--- config.mk ---
export PLATFORM = sky130hd
export DESIGN_NAME = utf8_invalid_byte_replacer
export DESIGN_NICKNAME = d
export VERILOG_FILES = /design/src/hw/rtl/utfr_pkg.sv /design/src/hw/rtl/utf8_invalid_byte_replacer.sv /design/src/hw/rtl/utfr_front.sv /design/src/hw/rtl/utfr_fifo.sv /design/src/hw/rtl/utfr_back.sv
export SDC_FILE = /design/constraint.sdc
export NUM_CORES = 1
export LEC_CHECK = 0
export BUFFER_PORTS_ARGS = -buffer_cell sky130_fd_sc_hd__buf_2
export CORE_UTILIZATION = 42
export CTS_BUF_LIST = sky130_fd_sc_hd__clkbuf_16
export DETAILED_ROUTE_END_ITERATION = 10
export GPL_TIMING_DRIVEN = 0
export PLACE_DENSITY = 0.6
export RECOVER_POWER = 100
export SYNTH_ARGS = -nofsm -noshare
export SYNTH_HDL_FRONTEND = slang
export SYNTH_HIERARCHICAL = 1
export SYNTH_SLANG_ARGS = --single-unit
--- constraint.sdc ---
create_clock -name i_clk -period 3.9 [get_ports i_clk]
set_input_delay 0.195 -clock i_clk [delete_from_list [all_inputs] [get_ports i_clk]]
set_output_delay 0.195 -clock i_clk [all_outputs]
set_load 0.02 [all_outputs]
--- src/hw/rtl/utfr_pkg.sv ---
// ============================================================================
// UTF-8 replacer package
// Shared constants, result entry type and lead byte decode.
// ============================================================================
package utfr_pkg;

    localparam logic [7:0] QMARK      = 8'h3F;
    localparam logic [7:0] MASK_LEAD2 = 8'hE0;
    localparam logic [7:0] CODE_LEAD2 = 8'hC0;
    localparam logic [7:0] MASK_LEAD3 = 8'hF0;
    localparam logic [7:0] CODE_LEAD3 = 8'hE0;
    localparam logic [7:0] MASK_LEAD4 = 8'hF8;
    localparam logic [7:0] CODE_LEAD4 = 8'hF0;
    localparam logic [1:0] CONT_TAG   = 2'b10;

    localparam int MAX_RES   = 4;
    localparam int HELD_MAX  = 3;
    localparam int FIFO_DEPTH = 2;

    // One transaction's worth of output bytes, first byte in slot 0
    typedef struct packed {
        logic [MAX_RES-1:0][7:0] res_bytes;
        logic [2:0]              res_count;
        logic                    res_last;
    } t_entry;

    // Sequence length opened by a lead byte; zero when the byte opens none
    function automatic logic [2:0] lead_len(input logic [7:0] b);
        logic [2:0] len;
        len = 3'd0;
        if ((b & MASK_LEAD2) == CODE_LEAD2) begin
            len = 3'd2;
        end else if ((b & MASK_LEAD3) == CODE_LEAD3) begin
            len = 3'd3;
        end else if ((b & MASK_LEAD4) == CODE_LEAD4) begin
            len = 3'd4;
        end
        return len;
    endfunction

endpackage

--- src/hw/rtl/utf8_invalid_byte_replacer.sv ---
// ============================================================================
// UTF-8 invalid byte replacer
// Passes valid UTF-8 sequences whole and replaces each byte of a broken sequence, and each stray byte, with '?'.
// ============================================================================
//  channel | valid        | stall        | payload
//  --------+--------------+--------------+------------------------------
//  input   | i_in_valid   | o_in_stall   | i_in_byte, i_in_last
//  output  | o_out_valid  | i_out_stall  | o_out_byte, o_out_last
//
//  The front end takes one byte per cycle while the two-entry queue has room.
//  The back end sends one output byte per cycle while i_out_stall is low, so
//  a byte that releases n results (up to 4) sends n output bytes; that port
//  sets rate. First output passes the queue, then the back end entry register.
//  Synchronous active-low reset empties the queue and any open sequence.
//  Output stalls back up through the queue to o_in_stall.
// ============================================================================
module utf8_invalid_byte_replacer (
    input  logic       i_clk,
    input  logic       i_rst_n,
    input  logic       i_in_valid,
    output logic       o_in_stall,
    input  logic [7:0] i_in_byte,
    input  logic       i_in_last,
    output logic       o_out_valid,
    input  logic       i_out_stall,
    output logic [7:0] o_out_byte,
    output logic       o_out_last
);

    utfr_pkg::t_entry w_push_ent;
    utfr_pkg::t_entry w_head_ent;
    logic             w_push;
    logic             w_pop;
    logic             w_full;
    logic             w_empty;
    logic             w_accept;

    assign o_in_stall = w_full;
    assign w_accept   = i_in_valid && !w_full;

    utfr_front u_front (
        .i_clk    (i_clk),
        .i_rst_n  (i_rst_n),
        .i_accept (w_accept),
        .i_byte   (i_in_byte),
        .i_last   (i_in_last),
        .o_push   (w_push),
        .o_entry  (w_push_ent)
    );

    utfr_fifo u_fifo (
        .i_clk    (i_clk),
        .i_rst_n  (i_rst_n),
        .i_push   (w_push),
        .i_entry  (w_push_ent),
        .i_pop    (w_pop),
        .o_entry  (w_head_ent),
        .o_full   (w_full),
        .o_empty  (w_empty)
    );

    utfr_back u_back (
        .i_clk    (i_clk),
        .i_rst_n  (i_rst_n),
        .i_entry  (w_head_ent),
        .i_empty  (w_empty),
        .o_pop    (w_pop),
        .o_valid  (o_out_valid),
        .i_stall  (i_out_stall),
        .o_byte   (o_out_byte),
        .o_last   (o_out_last)
    );

`ifndef ASSERT_OFF
    a_no_overflow : assert property (@(posedge i_clk) disable iff (!i_rst_n)
        w_full |-> !w_push)
        else $error("push into full queue");

    a_no_underflow : assert property (@(posedge i_clk) disable iff (!i_rst_n)
        w_pop |-> !w_empty)
        else $error("pop from empty queue");

    a_push_reaches_out : assert property (@(posedge i_clk) disable iff (!i_rst_n)
        (w_push && w_empty && !o_out_valid) |-> ##2 o_out_valid)
        else $error("pushed entry did not reach output");
`endif

endmodule

--- src/hw/rtl/utfr_front.sv ---
// ============================================================================
// UTF-8 replacer front end
// Tracks the open sequence and turns each input byte into at most one result entry.
// ============================================================================
module utfr_front (
    input  logic                 i_clk,
    input  logic                 i_rst_n,
    input  logic                 i_accept,
    input  logic [7:0]           i_byte,
    input  logic                 i_last,
    output logic                 o_push,
    output utfr_pkg::t_entry     o_entry
);

    logic [7:0] r_held [utfr_pkg::HELD_MAX];
    logic [1:0] r_hc;
    logic [2:0] r_sl;
    logic [1:0] n_hc;
    logic [2:0] n_sl;

    logic       w_have;
    logic       w_cont;
    logic       w_compl;
    logic       w_store;
    logic       w_start;
    logic [2:0] w_len;
    logic       w_ascii;
    logic       w_lead;
    logic [2:0] w_hc3;

    // Classify the byte against the open sequence
    always_comb begin
        w_hc3   = {1'b0, r_hc};
        w_have  = (r_hc != 2'd0);
        w_cont  = (i_byte[7:6] == utfr_pkg::CONT_TAG);
        w_compl = w_have && w_cont && ((w_hc3 + 3'd1) >= r_sl);
        w_store = w_have && w_cont && !w_compl;
        w_start = !(w_have && w_cont);
        w_len   = utfr_pkg::lead_len(i_byte);
        w_ascii = !i_byte[7];
        w_lead  = (w_len != 3'd0);
    end

    // Build the result entry
    always_comb begin
        o_entry = '0;
        for (int k = 0; k < utfr_pkg::MAX_RES; k++) begin
            if (k == int'(r_hc)) begin
                o_entry.res_bytes[k] = (w_compl || (w_start && w_ascii)) ?
                                       i_byte : utfr_pkg::QMARK;
            end else begin
                o_entry.res_bytes[k] = utfr_pkg::QMARK;
            end
        end
        // Pass the held bytes ahead of the completing byte
        for (int k = 0; k < utfr_pkg::HELD_MAX; k++) begin
            if (w_compl && (k < int'(r_hc))) begin
                o_entry.res_bytes[k] = r_held[k];
            end
        end
        if (w_compl) begin
            o_entry.res_count = w_hc3 + 3'd1;
        end else if (w_store) begin
            o_entry.res_count = i_last ? (w_hc3 + 3'd1) : 3'd0;
        end else begin
            o_entry.res_count = w_hc3 + (w_lead ? {2'b00, i_last} : 3'd1);
        end
        o_entry.res_last = i_last;
        o_push = i_accept && (o_entry.res_count != 3'd0);
    end

    // Advance the sequence state
    always_comb begin
        n_hc = r_hc;
        n_sl = r_sl;
        if (w_compl) begin
            n_hc = 2'd0;
            n_sl = 3'd0;
        end else if (w_store) begin
            n_hc = i_last ? 2'd0 : (r_hc + 2'd1);
            n_sl = i_last ? 3'd0 : r_sl;
        end else if (w_lead && !i_last) begin
            n_hc = 2'd1;
            n_sl = w_len;
        end else begin
            n_hc = 2'd0;
            n_sl = 3'd0;
        end
    end

    always_ff @(posedge i_clk) begin
        if (!i_rst_n) begin
            r_hc <= 2'd0;
            r_sl <= 3'd0;
        end else if (i_accept) begin
            r_hc <= n_hc;
            r_sl <= n_sl;
        end
    end

    // Hold sequence bytes
    always_ff @(posedge i_clk) begin
        if (i_accept) begin
            if (w_store) begin
                r_held[r_hc] <= i_byte;
            end else if (w_start && w_lead) begin
                r_held[0] <= i_byte;
            end
        end
    end

endmodule

--- src/hw/rtl/utfr_fifo.sv ---
// ============================================================================
// UTF-8 replacer entry queue
// Two-entry queue of result entries between front end and back end.
// ============================================================================
module utfr_fifo (
    input  logic                 i_clk,
    input  logic                 i_rst_n,
    input  logic                 i_push,
    input  utfr_pkg::t_entry     i_entry,
    input  logic                 i_pop,
    output utfr_pkg::t_entry     o_entry,
    output logic                 o_full,
    output logic                 o_empty
);

    utfr_pkg::t_entry r_mem [utfr_pkg::FIFO_DEPTH];
    logic       r_wr_ptr;
    logic       r_rd_ptr;
    logic [1:0] r_cnt;
    logic [1:0] n_cnt;

    assign o_full  = (r_cnt == 2'(utfr_pkg::FIFO_DEPTH));
    assign o_empty = (r_cnt == 2'd0);
    assign o_entry = r_mem[r_rd_ptr];

    // Track fill level
    always_comb begin
        n_cnt = r_cnt;
        if (i_push && !i_pop) begin
            n_cnt = r_cnt + 2'd1;
        end else if (!i_push && i_pop) begin
            n_cnt = r_cnt - 2'd1;
        end
    end

    always_ff @(posedge i_clk) begin
        if (!i_rst_n) begin
            r_wr_ptr <= 1'b0;
            r_rd_ptr <= 1'b0;
            r_cnt    <= 2'd0;
        end else begin
            if (i_push) begin
                r_wr_ptr <= !r_wr_ptr;
            end
            if (i_pop) begin
                r_rd_ptr <= !r_rd_ptr;
            end
            r_cnt <= n_cnt;
        end
    end

    // Store entries
    always_ff @(posedge i_clk) begin
        if (i_push) begin
            r_mem[r_wr_ptr] <= i_entry;
        end
    end

endmodule

--- src/hw/rtl/utfr_back.sv ---
// ============================================================================
// UTF-8 replacer back end
// Unpacks each result entry into single output byte transactions.
// ============================================================================
module utfr_back (
    input  logic                 i_clk,
    input  logic                 i_rst_n,
    input  utfr_pkg::t_entry     i_entry,
    input  logic                 i_empty,
    output logic                 o_pop,
    output logic                 o_valid,
    input  logic                 i_stall,
    output logic [7:0]           o_byte,
    output logic                 o_last
);

    utfr_pkg::t_entry r_ent;
    logic             r_busy;
    logic [1:0]       r_idx;
    logic [1:0]       w_end_idx;
    logic             w_at_end;
    logic             w_fire;
    logic [2:0]       w_cnt_m1;

    // Locate the final byte of the current entry
    always_comb begin
        w_cnt_m1  = r_ent.res_count - 3'd1;
        w_end_idx = w_cnt_m1[1:0];
        w_at_end  = (r_idx == w_end_idx);
        w_fire    = r_busy && !i_stall;
        o_pop     = (!r_busy || (w_fire && w_at_end)) && !i_empty;
    end

    assign o_valid = r_busy;
    assign o_byte  = r_ent.res_bytes[r_idx];
    assign o_last  = r_ent.res_last && w_at_end;

    // Advance through the entry, load the next one at its end or when idle
    always_ff @(posedge i_clk) begin
        if (!i_rst_n) begin
            r_busy <= 1'b0;
            r_idx  <= 2'd0;
        end else if (o_pop) begin
            r_busy <= 1'b1;
            r_idx  <= 2'd0;
        end else if (w_fire) begin
            if (w_at_end) begin
                r_busy <= 1'b0;
            end else begin
                r_idx <= r_idx + 2'd1;
            end
        end
    end

    always_ff @(posedge i_clk) begin
        if (o_pop) begin
            r_ent <= i_entry;
        end
    end

endmodule
==> parameters.txt <==
Parameter                              Value

Run status
  Status    complete, but fails checks
  Failing checks    capacitance limit, slew limit

STA
  Number of hold violations in the final report    0
  Total negative slack    0 ps
  Clock skew    between 20 and 25 ps
  Transition time of the tightest slew-check pin    1690 ps
  Final clock period utilization by the worst path    93.4%
  Hold slack final    89.9 ps
  Final setup violation count    0
  Post-layout minimum cycle time    3640 ps
  Fmax achieved    274 MHz
  Max-slew violations    30
  Unrepaired setup endpoints after global routing    no
  Max-slew headroom    -12.4%
  Fin worst setup slack    256 ps

Setup path
  Worst setup path class    flip-flop to flip-flop
  Slowest stage cell, crit path    dfxtp_1
  Data arrival time of the critical path    3750 ps
  Delay of the slowest critical-path stage    roughly 590 ps
  Cell-by-cell trace of the critical path    inv_1 > ha_1 > ha_1 > a31o_2 > o21ai_0 > o31ai_1 > nor2b_4 > buf_12
  Kind of end point of the critical path    flip-flop
  Required time worst endpoint    4000 ps
  Critical path launch point type    flip-flop
  Bufs and invs on worst path    2
  Crit-path max FO    24
  Crit-path most repeated cell    ha_1
  CP top delay family    compound AO/OA/AOI/OAI gates

Worst hold path
  Worst min-delay path category    input port to flip-flop

Die
  Site Rows    43
  Die H    122 um
  Floorplan die width    122 um
  Placeable core region    13,900 um^2
  Number of top-level pins    24
  Area of the die    14,900 um^2
  Initial cell density of the core    43.4%

Clock network
  Clk buf depth    2
  Number of gates given a new drive strength after cts    0
  Number of buffers created by CTS    17
  Clock transition time at the flip-flop clock pins of the worst setup and hold paths    60 ps
  TritonCTS clock tree    done
  CTS sink count    142
  H-tree depth    4
  Library cell used as clock root buffer    clkbuf_16
  Clock latency at the later pin of the worst-skew pair    420 ps

Global routing
  Via count of the first global-routing pass    3,455
  Number of antenna violations at the first check in global routing    0
  GRT Resource Usage Total    17.8%
  Wire length of the first global-routing pass    18,900 um
  Pin count of the biggest net entering global routing    31
  Overflow left after global routing    0

Final layout
  Final Net Count    453
  Top library cells by usage in the layout, fill and taps aside    edfxtp_1, mux2_2, clkbuf_1
  Antenna diodes    0
  Layout cell share with drive strength beyond 1    about a fifth
  Final cell count without fillers    around 620
  Most common cell after layout, fill and taps aside    edfxtp_1
  Area added between synthesis and finish    14.8%
  Utilization of the core after routing    49.8%

Route
  Wire length reported by the detailed router    12,000 um
  DR vias    between 3k and 4k
  Average routed wire per standard cell    19.2 um
  First drt pass iteration count    5
  Remaining routing DRC violations    0
  Violation count after the first detailed-route iteration    roughly 270
  Post-detailed-route via-to-cell ratio    5.40
  Number of nets with antenna violations after detailed routing    0

Job
  Number of maximum-capacitance constraint violations    1

Synthesis
  Cells after synthesis    382
  Mean instance size in the synthesized netlist    15.8 um^2
  Post-Syn Nets    406
  Post-synth design cell area    6040 um^2
  Syn. warnings    6

Placed design
  Routability Congestion    0.856
  Worst-case setup slack after placement    between 200 and 300 ps
  Post-DP HPWL    between 7000 and 8000 um
  Total instance count after detailed placement    589
  Count of buffers from port buffering    23

Power
  Cell Pwr Density    611 nW/um^2
  Max rail drop VDD    314 uV
  Static leakage    ~2.1 nW
[worst min-delay path, cell delays in order]
cell and delay [ps]:
buf_2 140, inv_1 60, a31oi_1 60
[final timing paths]
kind         slack, ps                       endpoint                    startpoint  depth (start not counted)
min reg2reg        450   u_front/r_sl[1]$_SDFFE_PN0P_  u_front/r_sl[1]$_SDFFE_PN0P_                          1
min                 90    u_back/o_valid$_SDFFE_PN0P_                   i_out_stall                          3
max reg2reg        260  u_fifo/r_mem[0][28]$_DFFE_PP_  u_front/r_hc[1]$_SDFFE_PN0P_                          8
max                260  u_fifo/r_mem[0][28]$_DFFE_PP_  u_front/r_hc[1]$_SDFFE_PN0P_                          8
[cell type report]
cell class / count / area, um^2
inverter: 11 / 41.3
multi-input combinational: 213 / 1750
tap: 180 / 225
timing repair buffer: 28 / 151
clock inverter: 15 / 131
sequential: 142 / 4130
fill: 1195 / 7000
clock buffer: 17 / 425
buffer: 16 / 73.8
[registers in the layout, indices dropped and copies added, names as in the netlist, named ones only]
signal and flops:
u_fifo/r_mem 70, u_back/o_valid 1, u_back/r_idx 2, u_front/r_hc 2, u_fifo/r_cnt 2, u_back/r_ent 35
u_front/r_held 24, u_fifo/r_rd_ptr 1, u_fifo/r_wr_ptr 1, u_front/r_sl 3
[layer usage]
metal  part of all wire (%)  vias to the layer above  global-route usage [%]  routed length, um
li1                       -                     1591                       -                  -
met1                     46                     1656                    23.7               5550
met2                     48                       97                    27.4               5690
met3                    4.4                       17                    4.35                525
met4                    1.6                        0                    8.49                197
met5                      0                        -                       0                  0
[report_power, final]
part,total (mW),internal (mW),switching [mW]
logic,0.755,0.277,0.477
registers,1.98,1.91,0.0650
clock network,1.50,0.923,0.581
[repair_timing]
item	in CTS	in global routing
setup buffers	0	0
hold buffers	1	0
endpoints found under the hold margin	3	0
[metrics by stage]
stage	instance area, um^2	power [mW]
2_1_floorplan	6040	2.57
3_3_place_gp	6380	2.79
3_5_place_dp	6470	2.85
4_1_cts	7040	4.36
5_1_grt	6930	4.44
6_report	6930	4.24
Note: power is estimated with default switching activity, not from simulation.
